### src/rtl/markup_aware_word_search_macros.svh
// Assertion macros used by the markup-aware word search top level.
`ifndef MARKUP_AWARE_WORD_SEARCH_MACROS_SVH
`define MARKUP_AWARE_WORD_SEARCH_MACROS_SVH

// Same-cycle implication, checked on every rising aclk outside reset.
`define MAS_ASSERT_NOW(label, ante, cons, msg) \
    label: assert property (@(posedge aclk) disable iff (!aresetn) (ante) |-> (cons)) \
        else $error(msg);

// Next-cycle implication, checked on every rising aclk outside reset.
`define MAS_ASSERT_NEXT(label, ante, cons, msg) \
    label: assert property (@(posedge aclk) disable iff (!aresetn) (ante) |=> (cons)) \
        else $error(msg);

`endif

### src/rtl/mas_pkg.sv
// Package: types, constants and helper functions of the markup-aware word search.
`timescale 1ns / 1ps
package mas_pkg;

    localparam int MAX_PATTERN = 16;
    localparam int POS_W       = $clog2(MAX_PATTERN) + 1;
    localparam int IDX_W       = $clog2(MAX_PATTERN);
    localparam int LEN_W       = 5;
    localparam int CFG_DATA_W  = 64;
    localparam int CFG_IDX_W   = 2;

    localparam logic [CFG_IDX_W-1:0] CFG_PATTERN_LOW  = 2'd0;
    localparam logic [CFG_IDX_W-1:0] CFG_PATTERN_HIGH = 2'd1;
    localparam logic [CFG_IDX_W-1:0] CFG_PATTERN_LEN  = 2'd2;

    localparam logic [7:0] CHAR_LT     = 8'h3C;
    localparam logic [7:0] CHAR_GT     = 8'h3E;
    localparam logic [7:0] CHAR_SQUOTE = 8'h27;
    localparam logic [7:0] CHAR_DQUOTE = 8'h22;

    typedef enum logic [3:0] {
        MODE_START  = 4'b0001,
        MODE_WORD   = 4'b0010,
        MODE_TAG    = 4'b0100,
        MODE_STRING = 4'b1000
    } scan_mode_t;

    typedef logic [MAX_PATTERN-1:0][7:0] pattern_t;

    typedef struct packed {
        scan_mode_t       mode;
        scan_mode_t       mode_before_quote;
        logic             quote_is_double;
        logic [POS_W-1:0] position;
        logic             pending;
        logic             found;
    } scan_state_t;

    localparam scan_state_t SCAN_STATE_RESET = '{
        mode:              MODE_START,
        mode_before_quote: MODE_START,
        quote_is_double:   1'b0,
        position:          '0,
        pending:           1'b0,
        found:             1'b0
    };

    function automatic logic is_alnum(input logic [7:0] b);
        return (b >= 8'h30 && b <= 8'h39) || (b >= 8'h41 && b <= 8'h5A) ||
               (b >= 8'h61 && b <= 8'h7A);
    endfunction

    function automatic logic [7:0] to_lower(input logic [7:0] b);
        return (b >= 8'h41 && b <= 8'h5A) ? b + 8'h20 : b;
    endfunction

endpackage

### src/rtl/mas_cfg_regs.sv
// Configuration registers: pattern bytes and pattern length.
`timescale 1ns / 1ps
module mas_cfg_regs
    import mas_pkg::*;
(
    input  logic                  aclk,
    input  logic                  aresetn,
    input  logic                  cfg_we,
    input  logic [CFG_IDX_W-1:0]  cfg_index,
    input  logic [CFG_DATA_W-1:0] cfg_wdata,
    output pattern_t              pattern,
    output logic [LEN_W-1:0]      pattern_length
);

    logic [CFG_DATA_W-1:0] pattern_low_reg;
    logic [CFG_DATA_W-1:0] pattern_high_reg;
    logic [LEN_W-1:0]      length_reg;

    always_ff @(posedge aclk) begin
        if (!aresetn) begin
            pattern_low_reg  <= '0;
            pattern_high_reg <= '0;
            length_reg       <= LEN_W'(1);
        end else if (cfg_we) begin
            unique case (cfg_index)
                CFG_PATTERN_LOW:  pattern_low_reg  <= cfg_wdata;
                CFG_PATTERN_HIGH: pattern_high_reg <= cfg_wdata;
                CFG_PATTERN_LEN:  length_reg       <= cfg_wdata[LEN_W-1:0];
                default: ;
            endcase
        end
    end

    assign pattern        = pattern_t'({pattern_high_reg, pattern_low_reg});
    assign pattern_length = length_reg;

endmodule

### src/rtl/mas_scan_step.sv
// Per-byte scanner update: mode tracking, pattern compare and match confirmation.
`timescale 1ns / 1ps
module mas_scan_step
    import mas_pkg::*;
(
    input  scan_state_t       state,
    input  logic [7:0]        data_byte,
    input  logic              last_byte,
    input  pattern_t          pattern,
    input  logic [LEN_W-1:0]  pattern_length,
    output scan_state_t       state_next,
    output logic              match_now,
    output logic              found_so_far
);

    logic [7:0]       c;
    logic             is_quote;
    logic             is_double;
    logic             raw_alnum;
    logic [LEN_W-1:0] used_len;
    logic [POS_W-1:0] pos_inc;
    logic             hit;
    scan_state_t      upd;

    always_comb begin
        c         = to_lower(data_byte);
        is_quote  = (c == CHAR_SQUOTE) || (c == CHAR_DQUOTE);
        is_double = (c == CHAR_DQUOTE);
        raw_alnum = is_alnum(data_byte);
        pos_inc   = state.position + POS_W'(1);

        // clamp length into 1..MAX_PATTERN
        if (pattern_length == '0) begin
            used_len = LEN_W'(1);
        end else if (pattern_length > LEN_W'(MAX_PATTERN)) begin
            used_len = LEN_W'(MAX_PATTERN);
        end else begin
            used_len = pattern_length;
        end

        hit         = state.pending && !raw_alnum;
        upd         = state;
        upd.pending = 1'b0;

        if (state.mode == MODE_STRING && is_quote) begin
            if (is_double == state.quote_is_double) begin
                upd.mode = state.mode_before_quote;
            end
        end else if (is_quote) begin
            upd.mode_before_quote = state.mode;
            upd.quote_is_double   = is_double;
            upd.mode              = MODE_STRING;
        end else if (c == CHAR_LT) begin
            upd.mode = MODE_TAG;
        end else begin
            unique case (state.mode)
                MODE_TAG: begin
                    if (c == CHAR_GT) begin
                        upd.mode = MODE_START;
                    end
                end
                MODE_WORD: begin
                    if (!raw_alnum) begin
                        upd.mode = MODE_START;
                    end
                end
                MODE_START: begin
                    if (pattern[state.position[IDX_W-1:0]] == c) begin
                        if (LEN_W'(pos_inc) >= used_len) begin
                            upd.position = '0;
                            if (last_byte) begin
                                hit = 1'b1;
                            end else begin
                                upd.pending = 1'b1;
                            end
                        end else begin
                            upd.position = pos_inc;
                        end
                    end else begin
                        upd.position = '0;
                        upd.mode     = raw_alnum ? MODE_WORD : MODE_START;
                    end
                end
                MODE_STRING: ;
                default: ;
            endcase
        end

        upd.found    = state.found | hit;
        match_now    = hit;
        found_so_far = upd.found;
        // end of scan: drop all state
        state_next   = last_byte ? SCAN_STATE_RESET : upd;
    end

endmodule

### src/rtl/markup_aware_word_search.sv
// Markup-aware whole-word search: top level with input and result registers.
//
// Usage: bytes of markup text enter on the s_ stream (s_tdata = byte, s_tlast marks
// the final byte of a scan). One result item leaves on the m_ stream per input item:
// m_tdata[0] = match_now, m_tdata[1] = found_so_far, m_tlast = scan_done.
// A match of the configured pattern is reported on the byte after it completes,
// once that byte is seen to be non-alphanumeric, or on the completing byte itself
// when it carries s_tlast. Text inside <...> tags and quoted strings is skipped.
// The item sits in the input register and moves into the result register once that
// register is free. Throughput: one item per cycle while m_tready stays high; the
// scanner state loop runs through the byte classifier and one pattern byte compare.
// Stalls: when m_tready is low the result register holds, the input register
// still takes one more item, and s_tready then drops until the result drains.
// Reset (aresetn low, synchronous) empties both registers, returns the scanner to
// word start and sets the pattern to all zeros with length 1. Write the pattern
// registers through cfg_we/cfg_index/cfg_wdata only while no item is in flight.
`timescale 1ns / 1ps
`include "markup_aware_word_search_macros.svh"
module markup_aware_word_search
    import mas_pkg::*;
(
    input  logic                  aclk,
    input  logic                  aresetn,
    // input stream
    input  logic                  s_tvalid,
    output logic                  s_tready,
    input  logic [7:0]            s_tdata,   // [7:0] data_byte
    input  logic                  s_tlast,   // last_byte
    // result stream
    output logic                  m_tvalid,
    input  logic                  m_tready,
    output logic [7:0]            m_tdata,   // [0] match_now, [1] found_so_far, [7:2] zero
    output logic                  m_tlast,   // scan_done
    // configuration
    input  logic                  cfg_we,
    input  logic [CFG_IDX_W-1:0]  cfg_index,
    input  logic [CFG_DATA_W-1:0] cfg_wdata
);

    pattern_t         pattern;
    logic [LEN_W-1:0] pattern_length;

    logic             in_valid_reg;
    logic [7:0]       in_byte_reg;
    logic             in_last_reg;

    scan_state_t      state_reg;
    scan_state_t      state_next;
    logic             match_next;
    logic             found_next;

    logic             out_valid_reg;
    logic             out_match_reg;
    logic             out_found_reg;
    logic             out_last_reg;

    logic             advance;

    mas_cfg_regs u_cfg (
        .aclk           (aclk),
        .aresetn        (aresetn),
        .cfg_we         (cfg_we),
        .cfg_index      (cfg_index),
        .cfg_wdata      (cfg_wdata),
        .pattern        (pattern),
        .pattern_length (pattern_length)
    );

    mas_scan_step u_step (
        .state          (state_reg),
        .data_byte      (in_byte_reg),
        .last_byte      (in_last_reg),
        .pattern        (pattern),
        .pattern_length (pattern_length),
        .state_next     (state_next),
        .match_now      (match_next),
        .found_so_far   (found_next)
    );

    // move the held item into the result register when that register frees up
    assign advance  = in_valid_reg && (!out_valid_reg || m_tready);
    assign s_tready = !in_valid_reg || advance;

    always_ff @(posedge aclk) begin
        if (!aresetn) begin
            in_valid_reg <= 1'b0;
        end else if (s_tready) begin
            in_valid_reg <= s_tvalid;
        end
    end

    always_ff @(posedge aclk) begin
        if (s_tready && s_tvalid) begin
            in_byte_reg <= s_tdata;
            in_last_reg <= s_tlast;
        end
    end

    always_ff @(posedge aclk) begin
        if (!aresetn) begin
            state_reg <= SCAN_STATE_RESET;
        end else if (advance) begin
            state_reg <= state_next;
        end
    end

    always_ff @(posedge aclk) begin
        if (!aresetn) begin
            out_valid_reg <= 1'b0;
        end else if (advance) begin
            out_valid_reg <= 1'b1;
        end else if (m_tready) begin
            out_valid_reg <= 1'b0;
        end
    end

    always_ff @(posedge aclk) begin
        if (advance) begin
            out_match_reg <= match_next;
            out_found_reg <= found_next;
            out_last_reg  <= in_last_reg;
        end
    end

    assign m_tvalid = out_valid_reg;
    assign m_tdata  = {6'b0, out_found_reg, out_match_reg};
    assign m_tlast  = out_last_reg;

    `MAS_ASSERT_NOW(a_match_sets_found, out_valid_reg && out_match_reg, out_found_reg,
        "match_now without found_so_far")
    `MAS_ASSERT_NEXT(a_scan_end_clears, advance && in_last_reg,
        state_reg == SCAN_STATE_RESET, "state not cleared after last byte")
    `MAS_ASSERT_NOW(a_pending_at_start, state_reg.pending, state_reg.mode == MODE_START,
        "match pending outside word start")
    `MAS_ASSERT_NOW(a_ready_when_empty, !in_valid_reg, s_tready,
        "input stalled with empty input register")

endmodule
### config.mk
export PLATFORM = sky130hd
export DESIGN_NAME = markup_aware_word_search
export DESIGN_NICKNAME = d
export VERILOG_FILES = /design/src/rtl/mas_pkg.sv /design/src/rtl/mas_cfg_regs.sv /design/src/rtl/mas_scan_step.sv /design/src/rtl/markup_aware_word_search.sv
export VERILOG_INCLUDE_DIRS = /design/src /design/src/rtl
export SDC_FILE = /design/constraint.sdc
export NUM_CORES = 1
export LEC_CHECK = 0
export ABC_AREA = 1
export BUFFER_PORTS_ARGS = -buffer_cell sky130_fd_sc_hd__buf_2
export CAP_MARGIN = 20
export CELL_PAD_IN_SITES_DETAIL_PLACEMENT = 1
export CELL_PAD_IN_SITES_GLOBAL_PLACEMENT = 1
export CORE_MARGIN = 8
export CORE_UTILIZATION = 28
export CTS_CLUSTER_DIAMETER = 100
export DETAILED_ROUTE_END_ITERATION = 8
export PLACE_DENSITY_LB_ADDON = 0.1
export SLEW_MARGIN = 20
export SYNTH_ARGS = -nofsm -noshare
export SYNTH_HDL_FRONTEND = slang
export SYNTH_SLANG_ARGS = --single-unit
### constraint.sdc
create_clock -name aclk -period 4.68 [get_ports aclk]
set_clock_uncertainty 0.2 [all_clocks]
set_input_delay 1.17 -clock aclk [delete_from_list [all_inputs] [get_ports aclk]]
set_output_delay 1.17 -clock aclk [all_outputs]
set_load 0.05 [all_outputs]
==> flow_summary.yaml <==
run_status:
  status: "finished clean"
die:
  die_x_um: 185
  start_util: 0.281
  die_area_um2: 34300
  io_pins: 91
  die_y_um: 185
  core_um2: 28500
  placement_rows: 62
synthesis:
  synth.avg_cell_area_um2: 6.68
  synthFlopType: "dfxtp_1"
  yosysUniqueCellTypes: 41
  syn_inst: 1198
  synth_area_um2: 8010
  synth_edf_count: 12
  synthArstFlopShare: 0
  ys_ff_latch: 163
  ys_warn_count: 0
  yosysSeqAreaShare: 0.423
timing:
  maxSlewViolCount: 0
  timing.final.crit_share: 0.739
  hold_viol_final: 0
  min_period_ns: 3.46
  setup_violations: 0
  relSlewSlack: 0.370
  fmax_mhz: 289
  worstMarginPinSlew_ns: 0.945
  rsz0062_at_grt: "false"
  finalSetupTns_ns: 0
cts:
  post_cts_buffers: 0
  numClockSinks: 163
  insertion_delay_ns: 0.45
  clk_pin_slew_ns: 0.08
  tritoncts: "done"
  numCtsBuffers: 17
  clock-root-buffer: "clkbuf_16"
  cts.repair.resized: 0
  ctsHoldBuffers: 0
  cts_max_level: 4
  clk_path_buf_depth: 2
critical_path:
  cpPeakStageDelay_ns: 0.75
  r2r-start: "state_reg[4]$_SDFFE_PN0P_"
  crit_slowest_cell: "dfxtp_1"
  crit_required_ns: 4.66
  timing.rr.end: "out_found_reg$_DFFE_PP_"
  cp-start-kind: "flip-flop"
  crit_chain: "inv_1 -> nor2_1 -> xor2_1 -> ha_1 -> nand2_1 -> inv_1 -> a221oi_1 -> and3_1 -> nor2_1 -> nand3_1 -> nand3b_1"
  cp.arrival_ns: 3.44
  critPathKind: "flip-flop to flip-flop"
  rr_worst_depth: 11
  end_kind: "flip-flop"
  cp_max_fo: 21
  timing.reg2reg.setup_slack_ns: 1.22
layout:
  drive_gt1_frac: 0.118
  num-nets-final: 1329
  fin_cells: 1637
  syn2layout_area_growth_pct: 15.1
  final_util: 0.324
  fin_area_um2: 9220
  antenna_cells: 0
drt:
  drtPass1Iterations: 5
  drc: 0
  avgRoutedWirePerCell_um: 17.6
  wl_mm: 28.8
  drt-initial-drc-count: 462
  antenna_left: 0
  via_per_inst: 4.77
  vias: 7802
power:
  pwr-share-seq: 0.450
  ir_worst_vdd_uv: 235
  p_clk_frac: 0.418
  switching_share: 0.302
  power.density_nw_per_um2: 368
  p_switching_mw: 1.03
  p_int_mw: 2.37
  leakagePower_nw: 4.12
  pwr-share-comb: 0.132
grt:
  grt_max_degree: 71
  grt_usage: 0.172
  antenna_found_initial: 0
  grt_pass1_wl_mm: 45.7
  grt_overflow_total: 0
  grt_pass1_vias: 7908
placement:
  dpl.hpwl_mm: 19.4
  placed_cells: 1605
  gp_congestion: 0.787
  dpl_cell_area_um2: 8650
  port_buffers: 84
min_path:
  hp-start: "u_cfg.pattern_low_reg[36]$_SDFFE_PN0P_"
  hold_depth: 2
  min_path_type: "flip-flop to flip-flop"
  holdPathEnd: "u_cfg.pattern_low_reg[36]$_SDFFE_PN0P_"
job:
  cap_violations: 0
[layer usage]
metal | global-route usage | up-vias | share of wire
met5 | 0 | - | 0
met4 | 0.0378 | 0 | 0.0086
met3 | 0.0332 | 14 | 0.030
met2 | 0.277 | 90 | 0.46
met1 | 0.236 | 3749 | 0.50
li1 | - | 3949 | -
[cells by family (layout without fill, tap and decap cells)]
group | after synthesis | count (layout) | synth area share
and+or+nand+nor | 675 | 675 | 0.348
adders and majority gates | 9 | 9 | 0.0141
DFF | 163 | 163 | 0.423
buffers and inverters | 141 | 191 | 0.0769
xor gates and xnor gates | 4 | 4 | 0.00438
AOI/OAI and AO/OA | 205 | 205 | 0.134
other | 1 | 6 | 0.000468
[worst max-delay path, delay by kind of cell (launching register included)]
family | cells | cell delay, ns
compound gates | 1 | 0.24
xor+xnor | 1 | 0.25
flops | 1 | 0.75
fa+ha+maj | 1 | 0.29
simple gates | 6 | 0.88
buf+inv | 2 | 0.59
[power groups by stage]
stage	clock network, mW	registers (mW)	logic [mW]
6_report	1.42	1.53	0.447
5_1_grt	1.51	1.54	0.510
4_1_cts	1.46	1.53	0.456
3_5_place_dp	0	1.56	0.453
3_3_place_gp	0	1.56	0.449
2_1_floorplan	0	1.54	0.303
[how the worst max path moves through the flow]
| stage | cells past startpoint | slack (ns) | from | end |
|---|---|---|---|---|
| after global placement | 11 | 1.37 | state_reg[4]$_SDFFE_PN0P_ | out_found_reg$_DFFE_PP_ |
| after CTS | 11 | 1.22 | state_reg[4]$_SDFFE_PN0P_ | out_found_reg$_DFFE_PP_ |
| after detailed placement | 11 | 1.21 | state_reg[4]$_SDFFE_PN0P_ | out_found_reg$_DFFE_PP_ |
| after floorplan | 2 | 1.68 | m_tready | s_tready |
| final | 11 | 1.22 | state_reg[4]$_SDFFE_PN0P_ | out_found_reg$_DFFE_PP_ |
| after global routing | 11 | 0.90 | state_reg[4]$_SDFFE_PN0P_ | out_found_reg$_DFFE_PP_ |
[per-stage QoR]
step	total power, mW	setup slack (ns)	hold WS, ns
finish	3.39	1.22	0.256
global route	3.56	0.902	0.279
CTS	3.45	1.22	0.258
detailed placement	2.01	1.21	0.246
global placement	2.01	1.37	0.237
floorplan	1.84	1.68	0.224
[synthesized netlist by cell type (4+ instances only)]
library cell	n	share of area
o21ai_1	5	0.0031
o21ai_0	146	0.091
nor3_1	9	0.0056
buf_4	12	0.011
nand3_1	97	0.061
edfxtp_1	12	0.045
clkbuf_1	46	0.022
nand4_1	13	0.010
o211ai_1	10	0.0094
nand2_1	238	0.11
dfxtp_1	151	0.38
buf_2	15	0.0094
inv_1	59	0.028
or2_1	4	0.0031
a21oi_1	36	0.023
ha_1	9	0.014
nor2_1	295	0.14
inv_2	4	0.0019
[layout make-up]
class	count	area, um2
Fill cell	3657	19300
Multi-Input combinational cell	899	4040
Sequential cell	163	3380
Timing Repair Buffer	95	505
Tap cell	384	480
Clock buffer	18	429
Inverter	64	243
Clock inverter	14	140
[layout by cell type, fill, tap and decap left out, drive strengths merged]
master / synthesis / layout
nor2: 300 / 300
nand2: 241 / 241
dfxtp: 151 / 151
o21ai: 151 / 151
nand3: 100 / 100
buf: 31 / 95
inv: 63 / 70
a21oi: 36 / 36
clkbuf: 46 / 18
nand4: 14 / 14
edfxtp: 12 / 12
o211ai: 10 / 10
ha: 9 / 9
nor3: 9 / 9
or2: 7 / 7
conb: 1 / 6
clkinvlp: 0 / 4
o21bai: 3 / 3
xor2: 3 / 3
clkinv: 1 / 3
nor4: 1 / 1
a31oi: 1 / 1
a22oi: 1 / 1
or4: 1 / 1
xnor2: 1 / 1
o22ai: 1 / 1
a21o: 1 / 1
a221oi: 1 / 1
and3: 1 / 1
nand3b: 1 / 1
bufinv: 0 / 1
Note: power is estimated with default switching activity, not from simulation.
